==> src/hw/rtl/mbtrf_pkg.sv <==
`default_nettype none
package mbtrf_pkg;

  localparam int MaxWriteWords = 123;

  // Configuration register indexes
  localparam logic [1:0] REG_TRANSACTION_ID = 2'd0;
  localparam logic [1:0] REG_PROTOCOL_ID    = 2'd1;
  localparam logic [1:0] REG_UNIT_ID        = 2'd2;

  // Input item kinds
  localparam logic [2:0] KIND_READ_HOLDING = 3'd0;
  localparam logic [2:0] KIND_READ_INPUT   = 3'd1;
  localparam logic [2:0] KIND_WRITE_SINGLE = 3'd2;
  localparam logic [2:0] KIND_WRITE_MULTI  = 3'd3;
  localparam logic [2:0] KIND_DATA_WORD    = 3'd4;

  // Modbus function codes
  localparam logic [7:0] FC_READ_HOLDING = 8'h03;
  localparam logic [7:0] FC_READ_INPUT   = 8'h04;
  localparam logic [7:0] FC_WRITE_SINGLE = 8'h06;
  localparam logic [7:0] FC_WRITE_MULTI  = 8'h10;

  // MBAP length of a fixed 12-byte request
  localparam logic [7:0] SHORT_LEN = 8'd6;
  // MBAP length of a write-multiple request, less its data bytes
  localparam logic [7:0] MULTI_LEN_BASE = 8'd7;

  // Last byte index of each command
  localparam logic [3:0] LAST_IDX_REJECT = 4'd0;
  localparam logic [3:0] LAST_IDX_SHORT  = 4'd11;
  localparam logic [3:0] LAST_IDX_MULTI  = 4'd12;
  localparam logic [3:0] LAST_IDX_DATA   = 4'd1;

  typedef enum logic [1:0] {
    CMD_REJECT,
    CMD_SHORT,
    CMD_MULTI,
    CMD_DATA
  } cmd_op_t;

  typedef struct packed {
    cmd_op_t     op;
    logic [7:0]  fc;
    logic [15:0] addr;
    logic [15:0] word;
    logic        mark_last;
  } cmd_t;

endpackage
`default_nettype wire

==> src/hw/rtl/mbtrf_front.sv <==
`default_nettype none
module mbtrf_front
  import mbtrf_pkg::*;
(
  input  wire logic        clk,
  input  wire logic        rst,
  input  wire logic        accept,
  input  wire logic [2:0]  kind,
  input  wire logic [15:0] reg_address,
  input  wire logic [15:0] reg_count,
  input  wire logic [15:0] reg_value,
  output cmd_t             cmd
);

  logic [6:0] words_left;
  logic [6:0] words_left_next;

  always_comb begin
    cmd.op          = CMD_REJECT;
    cmd.fc          = FC_READ_HOLDING;
    cmd.addr        = reg_address;
    cmd.word        = reg_count;
    cmd.mark_last   = 1'b0;
    words_left_next = words_left;
    if (kind == KIND_DATA_WORD) begin
      if (words_left != 7'd0) begin
        cmd.op          = CMD_DATA;
        cmd.word        = reg_value;
        cmd.mark_last   = (words_left == 7'd1);
        words_left_next = words_left - 7'd1;
      end
    end else if (words_left == 7'd0) begin
      case (kind)
        KIND_READ_HOLDING, KIND_READ_INPUT: begin
          if (reg_count != 16'd0) begin
            cmd.op = CMD_SHORT;
            cmd.fc = (kind == KIND_READ_HOLDING) ? FC_READ_HOLDING : FC_READ_INPUT;
          end
        end
        KIND_WRITE_SINGLE: begin
          cmd.op   = CMD_SHORT;
          cmd.fc   = FC_WRITE_SINGLE;
          cmd.word = reg_value;
        end
        KIND_WRITE_MULTI: begin
          if (reg_count != 16'd0 && reg_count <= 16'(MaxWriteWords)) begin
            cmd.op          = CMD_MULTI;
            cmd.fc          = FC_WRITE_MULTI;
            words_left_next = reg_count[6:0];
          end
        end
        default: begin
          cmd.op = CMD_REJECT;
        end
      endcase
    end
  end

  always_ff @(posedge clk) begin
    if (rst) begin
      words_left <= 7'd0;
    end else if (accept) begin
      words_left <= words_left_next;
    end
  end

endmodule
`default_nettype wire

==> src/hw/rtl/mbtrf_cmd_fifo.sv <==
`default_nettype none
module mbtrf_cmd_fifo
  import mbtrf_pkg::*;
(
  input  wire logic clk,
  input  wire logic rst,
  input  wire logic push,
  input  wire cmd_t push_cmd,
  input  wire logic pop,
  output cmd_t      head,
  output logic      full,
  output logic      not_empty
);

  // Two-entry queue between classifier and serializer
  cmd_t       mem [2];
  logic       wr_ptr;
  logic       rd_ptr;
  logic [1:0] count;

  assign full      = (count == 2'd2);
  assign not_empty = (count != 2'd0);
  assign head      = mem[rd_ptr];

  always_ff @(posedge clk) begin
    if (push) begin
      mem[wr_ptr] <= push_cmd;
    end
  end

  always_ff @(posedge clk) begin
    if (rst) begin
      wr_ptr <= 1'b0;
      rd_ptr <= 1'b0;
      count  <= 2'd0;
    end else begin
      if (push) begin
        wr_ptr <= ~wr_ptr;
      end
      if (pop) begin
        rd_ptr <= ~rd_ptr;
      end
      case ({push, pop})
        2'b10:   count <= count + 2'd1;
        2'b01:   count <= count - 2'd1;
        default: count <= count;
      endcase
    end
  end

endmodule
`default_nettype wire

==> src/hw/rtl/mbtrf_back.sv <==
`default_nettype none
module mbtrf_back
  import mbtrf_pkg::*;
(
  input  wire logic        clk,
  input  wire logic        rst,
  input  wire logic [15:0] transaction_id,
  input  wire logic [15:0] protocol_id,
  input  wire logic [7:0]  unit_id,
  input  wire cmd_t        head,
  input  wire logic        head_valid,
  output logic             pop,
  output logic             out_valid,
  input  wire logic        out_ready,
  output logic [7:0]       tx_byte,
  output logic             frame_last,
  output logic             rejected
);

  logic [3:0] idx;
  logic [3:0] last_idx;
  logic       load;
  logic [7:0] byte_sel;
  logic       last_sel;
  logic [7:0] len_lo;
  logic [7:0] len_hi;
  logic [7:0] byte_cnt;

  // Write-multiple word count is at most MaxWriteWords, so 7 bits carry it
  assign byte_cnt = {head.word[6:0], 1'b0};

  always_comb begin
    len_hi = 8'd0;
    len_lo = SHORT_LEN;
    if (head.op == CMD_MULTI) begin
      len_lo = MULTI_LEN_BASE + byte_cnt;
    end
  end

  always_comb begin
    case (head.op)
      CMD_REJECT: last_idx = LAST_IDX_REJECT;
      CMD_SHORT:  last_idx = LAST_IDX_SHORT;
      CMD_MULTI:  last_idx = LAST_IDX_MULTI;
      default:    last_idx = LAST_IDX_DATA;
    endcase
  end

  always_comb begin
    byte_sel = 8'd0;
    last_sel = 1'b0;
    if (head.op == CMD_DATA) begin
      byte_sel = (idx == 4'd0) ? head.word[15:8] : head.word[7:0];
      last_sel = (idx != 4'd0) && head.mark_last;
    end else if (head.op != CMD_REJECT) begin
      case (idx)
        4'd0:    byte_sel = transaction_id[15:8];
        4'd1:    byte_sel = transaction_id[7:0];
        4'd2:    byte_sel = protocol_id[15:8];
        4'd3:    byte_sel = protocol_id[7:0];
        4'd4:    byte_sel = len_hi;
        4'd5:    byte_sel = len_lo;
        4'd6:    byte_sel = unit_id;
        4'd7:    byte_sel = head.fc;
        4'd8:    byte_sel = head.addr[15:8];
        4'd9:    byte_sel = head.addr[7:0];
        4'd10:   byte_sel = head.word[15:8];
        4'd11: begin
          byte_sel = head.word[7:0];
          last_sel = (head.op == CMD_SHORT);
        end
        default: byte_sel = byte_cnt;
      endcase
    end
  end

  assign load = head_valid && (!out_valid || out_ready);
  assign pop  = load && (idx == last_idx);

  always_ff @(posedge clk) begin
    if (rst) begin
      idx       <= 4'd0;
      out_valid <= 1'b0;
    end else begin
      if (load) begin
        out_valid <= 1'b1;
        idx       <= pop ? 4'd0 : idx + 4'd1;
      end else if (out_ready) begin
        out_valid <= 1'b0;
      end
    end
  end

  always_ff @(posedge clk) begin
    if (load) begin
      tx_byte    <= byte_sel;
      frame_last <= last_sel;
      rejected   <= (head.op == CMD_REJECT);
    end
  end

endmodule
`default_nettype wire

==> src/hw/rtl/modbus_tcp_request_framer_unit.sv <==
// Channel | Direction | Handshake           | Payload
// in      | input     | in_valid/in_ready   | kind, reg_address, reg_count, reg_value
// out     | output    | out_valid/out_ready | tx_byte, frame_last, rejected
// cfg     | input     | cfg_we (no wait)    | cfg_index, cfg_data
//
// One byte word leaves per cycle, output stalls aside, from a registered output
// stage; the serializer walks a byte index over the queued command: a read or
// single-write frame is 12 bytes, a write-multiple header 13, a data word 2, a reject 1.
// Input words enter back to back while the two-entry command queue has room.
// Synchronous active-high reset empties the queue, drops out_valid, clears the
// open-frame word count and restores the config defaults.
// An output stall backs up into the queue and then drops in_ready.
`default_nettype none
module modbus_tcp_request_framer_unit
  import mbtrf_pkg::*;
(
  input  wire logic        clk,
  input  wire logic        rst,
  // config write port
  input  wire logic        cfg_we,
  input  wire logic [1:0]  cfg_index,
  input  wire logic [15:0] cfg_data,
  // request input
  input  wire logic        in_valid,
  output logic             in_ready,
  input  wire logic [2:0]  kind,
  input  wire logic [15:0] reg_address,
  input  wire logic [15:0] reg_count,
  input  wire logic [15:0] reg_value,
  // frame byte output
  output logic             out_valid,
  input  wire logic        out_ready,
  output logic [7:0]       tx_byte,
  output logic             frame_last,
  output logic             rejected
);

  logic [15:0] transaction_id;
  logic [15:0] protocol_id;
  logic [7:0]  unit_id;

  cmd_t front_cmd;
  cmd_t head;
  logic in_accept;
  logic q_full;
  logic q_not_empty;
  logic q_pop;

  // Config registers; the user must write them only while idle (the block does not
  // enforce this), so the serializer reads them live.
  always_ff @(posedge clk) begin
    if (rst) begin
      transaction_id <= 16'd0;
      protocol_id    <= 16'd0;
      unit_id        <= 8'd1;
    end else if (cfg_we) begin
      case (cfg_index)
        REG_TRANSACTION_ID: transaction_id <= cfg_data;
        REG_PROTOCOL_ID:    protocol_id    <= cfg_data;
        REG_UNIT_ID:        unit_id        <= cfg_data[7:0];
        default:            ;
      endcase
    end
  end

  assign in_ready  = !q_full;
  assign in_accept = in_valid && in_ready;

  // Front: classify the request and track words owed to an open frame
  mbtrf_front u_front (
    .clk         (clk),
    .rst         (rst),
    .accept      (in_accept),
    .kind        (kind),
    .reg_address (reg_address),
    .reg_count   (reg_count),
    .reg_value   (reg_value),
    .cmd         (front_cmd)
  );

  // Command queue decouples classification from byte serialization
  mbtrf_cmd_fifo u_fifo (
    .clk       (clk),
    .rst       (rst),
    .push      (in_accept),
    .push_cmd  (front_cmd),
    .pop       (q_pop),
    .head      (head),
    .full      (q_full),
    .not_empty (q_not_empty)
  );

  // Back: emit the command one byte per cycle while the output is not stalled
  mbtrf_back u_back (
    .clk            (clk),
    .rst            (rst),
    .transaction_id (transaction_id),
    .protocol_id    (protocol_id),
    .unit_id        (unit_id),
    .head           (head),
    .head_valid     (q_not_empty),
    .pop            (q_pop),
    .out_valid      (out_valid),
    .out_ready      (out_ready),
    .tx_byte        (tx_byte),
    .frame_last     (frame_last),
    .rejected       (rejected)
  );

endmodule
`default_nettype wire

==> config.mk <==
export PLATFORM = sky130hd
export DESIGN_NAME = modbus_tcp_request_framer_unit
export DESIGN_NICKNAME = d
export VERILOG_FILES = /design/src/hw/rtl/mbtrf_pkg.sv /design/src/hw/rtl/mbtrf_front.sv /design/src/hw/rtl/mbtrf_cmd_fifo.sv /design/src/hw/rtl/mbtrf_back.sv /design/src/hw/rtl/modbus_tcp_request_framer_unit.sv
export SDC_FILE = /design/constraint.sdc
export NUM_CORES = 1
export LEC_CHECK = 0
export CAP_MARGIN = 20
export CORE_UTILIZATION = 45
export DETAILED_ROUTE_END_ITERATION = 10
export DONT_BUFFER_PORTS = 1
export SLEW_MARGIN = 20
export SYNTH_ARGS = -nofsm -noshare
export SYNTH_HDL_FRONTEND = slang
export SYNTH_SLANG_ARGS = --single-unit
==> constraint.sdc <==
create_clock -name clk -period 3.33 [get_ports clk]
set_input_delay 0.333 -clock clk [delete_from_list [all_inputs] [get_ports clk]]
set_output_delay 0.333 -clock clk [all_outputs]
set_load 0.03 [all_outputs]
# After elaboration in Yosys (flattened, before gate mapping)
# Memory sizes are Yosys's and may differ from the RTL's. A register that Yosys moved wholly into a read port is not among the register bits.
# Index checks and enable logic that the tools add are counted.
# totals
register_bits	66
mem_bits_rw	86
output_inout_bits	12
mem_count	1
# memory_table
name	depth	width	read_ports	rd_ports_with_merged_regs	wr	line_no	source
u_fifo.mem	2	43	1	1	1	mbtrf_cmd_fifo.sv:16	cmd_t mem [2];
# classes
n_addsub	5
magnitude_cmp	1
n_eq_ne	26
n_mux	36
bitwise	2
reduce_logical	28
# op_table
operator	n
$pmux W8 S12	1
$mux W16	3
$mux W8	5
$mux W7	5
$pmux W8 S3	1
$mux W10	2
$mux W17	1
$eq A4 B3 Y1 const B	4
$eq A4 B4 Y1 const B	4
$le A16 B7 Y1 const B	1
$reduce_bool A16 Y1	1
$reduce_bool A2 Y1	7
$pmux W4 S3	1
$eq A2 B2 Y1 const B	5
$mux W1	10
$mux W9	1
$add A3 B8 Y8 const A	1
$eq A4 B2 Y1 const B	2
$eq A7 B1 Y1 const B	1
$logic_not A7 Y1	1
$reduce_bool A7 Y1	1
$sub A7 B1 Y7 const B	1
$eq A2 B1 Y1 const B	3
$eq A3 B2 Y1 const B	2
other kinds (24)	34

# Logic depth before layout (Yosys ltp)
# logic_depth
ltp_word	6
depth_mapped	12

# Cells and area by module
# A second synthesis with hierarchy kept.
# hier_totals
hier_cells	658
area_unflattened_um2	7818.7
# modules_own_cells
module	instances	cells_each	area_per_inst_um2	seq_area_each_um2
mbtrf_cmd_fifo	1	156	3299.4	2682.6
mbtrf_back	1	210	1765.4	400.4
modbus_tcp_request_framer_unit	1	155	1661.6	800.8
mbtrf_front	1	137	1092.3	140.1

# Worst setup path before layout
# OpenSTA, ideal clock, no wires.
# synth_timing
kind	register to register
startpoint	reg u_fifo.count[0]
endpoint	mem u_fifo.mem[0][0] in the netlist's numbering (enable)
setup_ns	0.435
arrival_time_ns	2.803
required_ns	2.895
setup_slack_ns	0.092
path_stages_with_launch	6
path_buffers	1
synth_period_minus_slack_ns	3.238
path_cell_list	dfxtp_1 > nand2b_1 > and2_1 > buf_2 > inv_1 > nor2_1
# synth_between
elab_chain_len	5
# synth_rtl
item	line_no	source
from (decl)	mbtrf_cmd_fifo.sv:19	logic [1:0] count;
from (signal assigned)	mbtrf_cmd_fifo.sv:44	2'b10: count <= count + 2'd1;
from (signal assigned)	mbtrf_cmd_fifo.sv:45	2'b01: count <= count - 2'd1;
from (signal assigned)	mbtrf_cmd_fifo.sv:46	default: count <= count;
$eq A2 B2 Y1	mbtrf_cmd_fifo.sv:21	assign full = (count == 2'd2);
$logic_not A1 Y1	modbus_tcp_request_framer_unit.sv:66	assign in_ready = !q_full;
net in_ready	modbus_tcp_request_framer_unit.sv:25	output logic in_ready,
$logic_and A1 B1 Y1	modbus_tcp_request_framer_unit.sv:67	assign in_accept = in_valid && in_ready;
$mux W1	mbtrf_cmd_fifo.sv:26	if (push) begin
$mux W1 (not written as such)	mbtrf_cmd_fifo.sv:27	mem[wr_ptr] <= push_cmd;
to (decl)	mbtrf_cmd_fifo.sv:16	
# The timed path passes the listed nets, and every way through them passes these cells.

# Worst setup path in the final report
# layout_timing
startpoint	reg u_back.idx[0]
endpoint	reg u_back.tx_byte[5] (data pin)
# layout_between
elab_chain_len	4
elab_cells_between_ends	16
classes_between	eq/ne: 11; mux: 4; reduce/logical: 1
# layout_rtl
item	line_no	source
from (decl)	mbtrf_back.sv:20	logic [3:0] idx;
from (signal assigned)	mbtrf_back.sv:87	idx <= pop ? 4'd0 : idx + 4'd1;
$eq A4 B4 Y1 (tied with other cells)	mbtrf_back.sv:56	case (idx)
$pmux W8 S12	mbtrf_back.sv:56	
$mux W8	mbtrf_back.sv:55	end else if (head.op != CMD_REJECT) begin
$mux W8 (*)	mbtrf_back.sv:52	if (head.op == CMD_DATA) begin
net u_back.byte_sel[5]	mbtrf_back.sv:23	logic [7:0] byte_sel;
to (signal assigned)	mbtrf_back.sv:96	tx_byte <= byte_sel;
to (decl)	mbtrf_back.sv:15	output logic [7:0] tx_byte,
# The timed path passes the listed nets; every way through them passes the cells marked *.
# A chain may end at the register's enable or synchronous reset.

==> impl_metrics.json <==
{
  "max-clock-path-buffers": 2,
  "start_kind": "flip-flop",
  "clk_latency_ns": 0.42,
  "post-route-period-util": 0.889,
  "end_kind": "flip-flop",
  "dr_wl_met3_mm": 1.07,
  "fin_crit_ns": 2.96,
  "start_util": 0.462,
  "r2r-end": "u_back.tx_byte[5]",
  "dieArea_um2": 16100,
  "synth.avg_cell_area_um2": 10.9,
  "synth-main-ff-cell": "edfxtp_1",
  "seq_area_frac_synth": 0.539,
  "synth.area.top_cells": "edfxtp_1, dfxtp_1, mux2i_1",
  "cts_max_level": 4,
  "clkSlewWorstSetupHoldPaths_ns": 0.06,
  "p_per_area_nw_per_um2": 690,
  "register_area_um2": 3780,
  "num_antenna_cells": 0,
  "outcome": "complete, no violations",
  "grt_usage": 0.237,
  "synth-seq-cells": 145,
  "synth_most_common_cell": "nand2_1",
  "critical_path_class": "reg -> reg",
  "hold_class": "in -> reg",
  "r2r_cells": 7,
  "dr.pass1.iters": 5,
  "p_leak_nw": 2.68,
  "synth_edf_count": 88,
  "core_area_um2": 15200,
  "synth.largest_area_cell": "edfxtp_1",
  "hp-start": "cfg_data[14]",
  "slew_headroom": 0.323,
  "syn-instance-count": 646,
  "hold_end": "transaction_id[14]",
  "worst_slew_pin_slew_ns": 1.01,
  "rsz0062_at_grt": "no",
  "numCtsBuffers": 17,
  "die_x_um": 127,
  "num_vias": 5074,
  "area_delta_synth_final_pct": 12.3,
  "fp.dieH_um": 127,
  "drtIter0Drc": 442,
  "fillers": 1371,
  "dp_hpwl_mm": 13.2,
  "synth.top_cell.area_share": 0.376,
  "cts-root-buf": "clkbuf_16",
  "grt_overflow": 0,
  "setup_viol": 0,
  "gp_congestion": 0.879,
  "synth_commonest_cells": "nand2_1, edfxtp_1, dfxtp_1",
  "met2RoutedLength_mm": 8.73,
  "hold_viol": 0,
  "synth_area_um2": 7020,
  "slew_violations": 0,
  "synth_warnings": 0,
  "grt_pass1_wl_mm": 28.2,
  "grt_pass1_vias": 4984,
  "max_cap_viol_count": 0,
  "pin_count": 86,
  "fin_nets": 739,
  "skew_ns": 0.0156,
  "antenna_found_initial": 0,
  "r2r-start": "u_back.idx[0]",
  "cp.arrival_ns": 3.10,
  "ant_nets": 0,
  "wire_per_inst_um": 21.3,
  "syn-num-nets": 732,
  "crit_fanout": 14,
  "drt_wl_total_mm": 18.2,
  "multi_input_area_um2": 3010,
  "final_layout_size_suffix_gt1_frac": 0.122,
  "ys_async_sr_fraction": 0,
  "final_util": 0.519,
  "clock-sinks": 145,
  "drc_errors": 0,
  "synth_cell_types": 69,
  "rrSetupSlack_ns": 0.37,
  "grt_start_max_net_pins": 55,
  "cts_tree": "done",
  "rows": 45,
  "maxUsedRoutingLayer": "met4",
  "wl_met1_mm": 8.07,
  "fmax_ghz": 0.338,
  "ir_drop_mv": 0.473,
  "setup_tns_ns": 0,
  "port_buffers": 0,
  "vias_per_cell": 5.94,
  "hold_depth": 2,
  "worst_ep_required_time_ns": 3.47
}
==> cells by family (layout without fill, tap and decap cells) <==
kind of cell / after synthesis / in the layout / synth area share
multiplexers: 68 / 68 / 0.108
buffers and inverters: 54 / 74 / 0.0347
adder cells (fa/ha/maj): 12 / 12 / 0.0214
AO/OA/AOI/OAI: 146 / 146 / 0.138
AND/OR/NAND/NOR: 208 / 208 / 0.143
flip-flops: 145 / 145 / 0.539
XOR/XNOR: 13 / 13 / 0.0162
==> state kept, by name, indices dropped and copies added (netlist names), named ones only <==
name / count
u_back.rejected: 1
protocol_id: 16
u_back.out_valid: 1
u_back.idx: 4
u_back.frame_last: 1
u_fifo.rd_ptr: 1
u_back.tx_byte: 8
u_fifo.mem: 78
u_fifo.wr_ptr: 1
unit_id: 8
u_front.words_left: 7
transaction_id: 16
u_fifo.count: 2
==> where the power goes <==
part           switching [W]  internal (W)
Combinational       0.000775      0.000432
Clock               0.000720       0.00102
Sequential          0.000261       0.00223
Total                0.00176       0.00369
==> repair_timing <==
item                      CTS  global route
setup buffers               0             0
hold endpoints to repair   86             0
hold buffers               17             0
gates resized for setup     0             0
==> routing by layer <==
metal | vias up | global-route usage
met2 | 181 | 0.383
met1 | 2442 | 0.304
met3 | 26 | 0.0616
li1 | 2425 | -
met5 | - | 0
met4 | 0 | 0.0903
==> worst max-delay path: stages, from the launching register on <==
cell,delay [ns]
dfxtp_1,0.45
inv_1,0.12
ha_1,0.40
a222oi_1,0.51
nor2_1,0.13
a2111oi_0,0.71
a221o_1,0.26
o311ai_1,0.12
==> layout by cell type (no fill, tap or decap), types with 3 or more instances in the layout <==
cell type,count
nor3_1,9
a31oi_1,4
a21oi_1,52
a22o_1,4
nor3b_1,3
xor2_1,3
o22ai_1,14
o31ai_1,7
mux2_4,10
buf_4,9
or3_1,4
a222oi_1,5
inv_1,15
ha_1,12
mux2i_1,47
clkbuf_16,17
a311oi_1,4
xnor2_1,10
nand3b_1,10
nand3_1,11
nand2_1,90
a22oi_1,5
a2111oi_0,4
o311ai_1,4
nor4_1,6
edfxtp_1,88
o21ai_0,17
o211ai_1,6
clkinv_2,4
clkinv_4,3
dlygate4sd3_1,16
or2_2,3
clkinvlp_4,3
mux2_2,10
dfxtp_1,56
nor2_1,46
==> area by class of cell <==
cell class | count | share of cell area
Sequential cell | 145 | 0.480
Multi-Input combinational cell | 447 | 0.382
Clock buffer | 19 | 0.0549
Timing Repair Buffer | 26 | 0.0314
Tap cell | 188 | 0.0298
Clock inverter | 13 | 0.0143
Inverter | 16 | 0.00825
==> worst max-delay path by stage <==
stage,from,end,slack [ns]
global placement,u_back.idx[0],u_back.tx_byte[5],0.55
detailed placement,u_back.idx[0],u_back.tx_byte[5],0.51
CTS,u_back.idx[0],u_back.tx_byte[5],0.50
global route,u_back.idx[0],u_back.tx_byte[5],0.31
floorplan,u_fifo.count[0],u_fifo.mem[0][0],0.09
finish,u_back.idx[0],u_back.tx_byte[5],0.37
==> through the flow <==
step           hold slack (ns)  instance area (um^2)  worst slack, ns  cells  power, W
6_report                0.0457                  7890            0.370    854   0.00545
5_1_grt                 0.0305                  7890            0.310    854   0.00567
4_1_cts                 0.0220                  7890            0.502    854   0.00547
3_5_place_dp             0.409                  7160            0.515    805   0.00369
3_3_place_gp             0.408                  7160            0.550    805   0.00369
2_1_floorplan            0.432                  7020           0.0917    646   0.00337
Note: power is estimated with default switching activity, not from simulation.
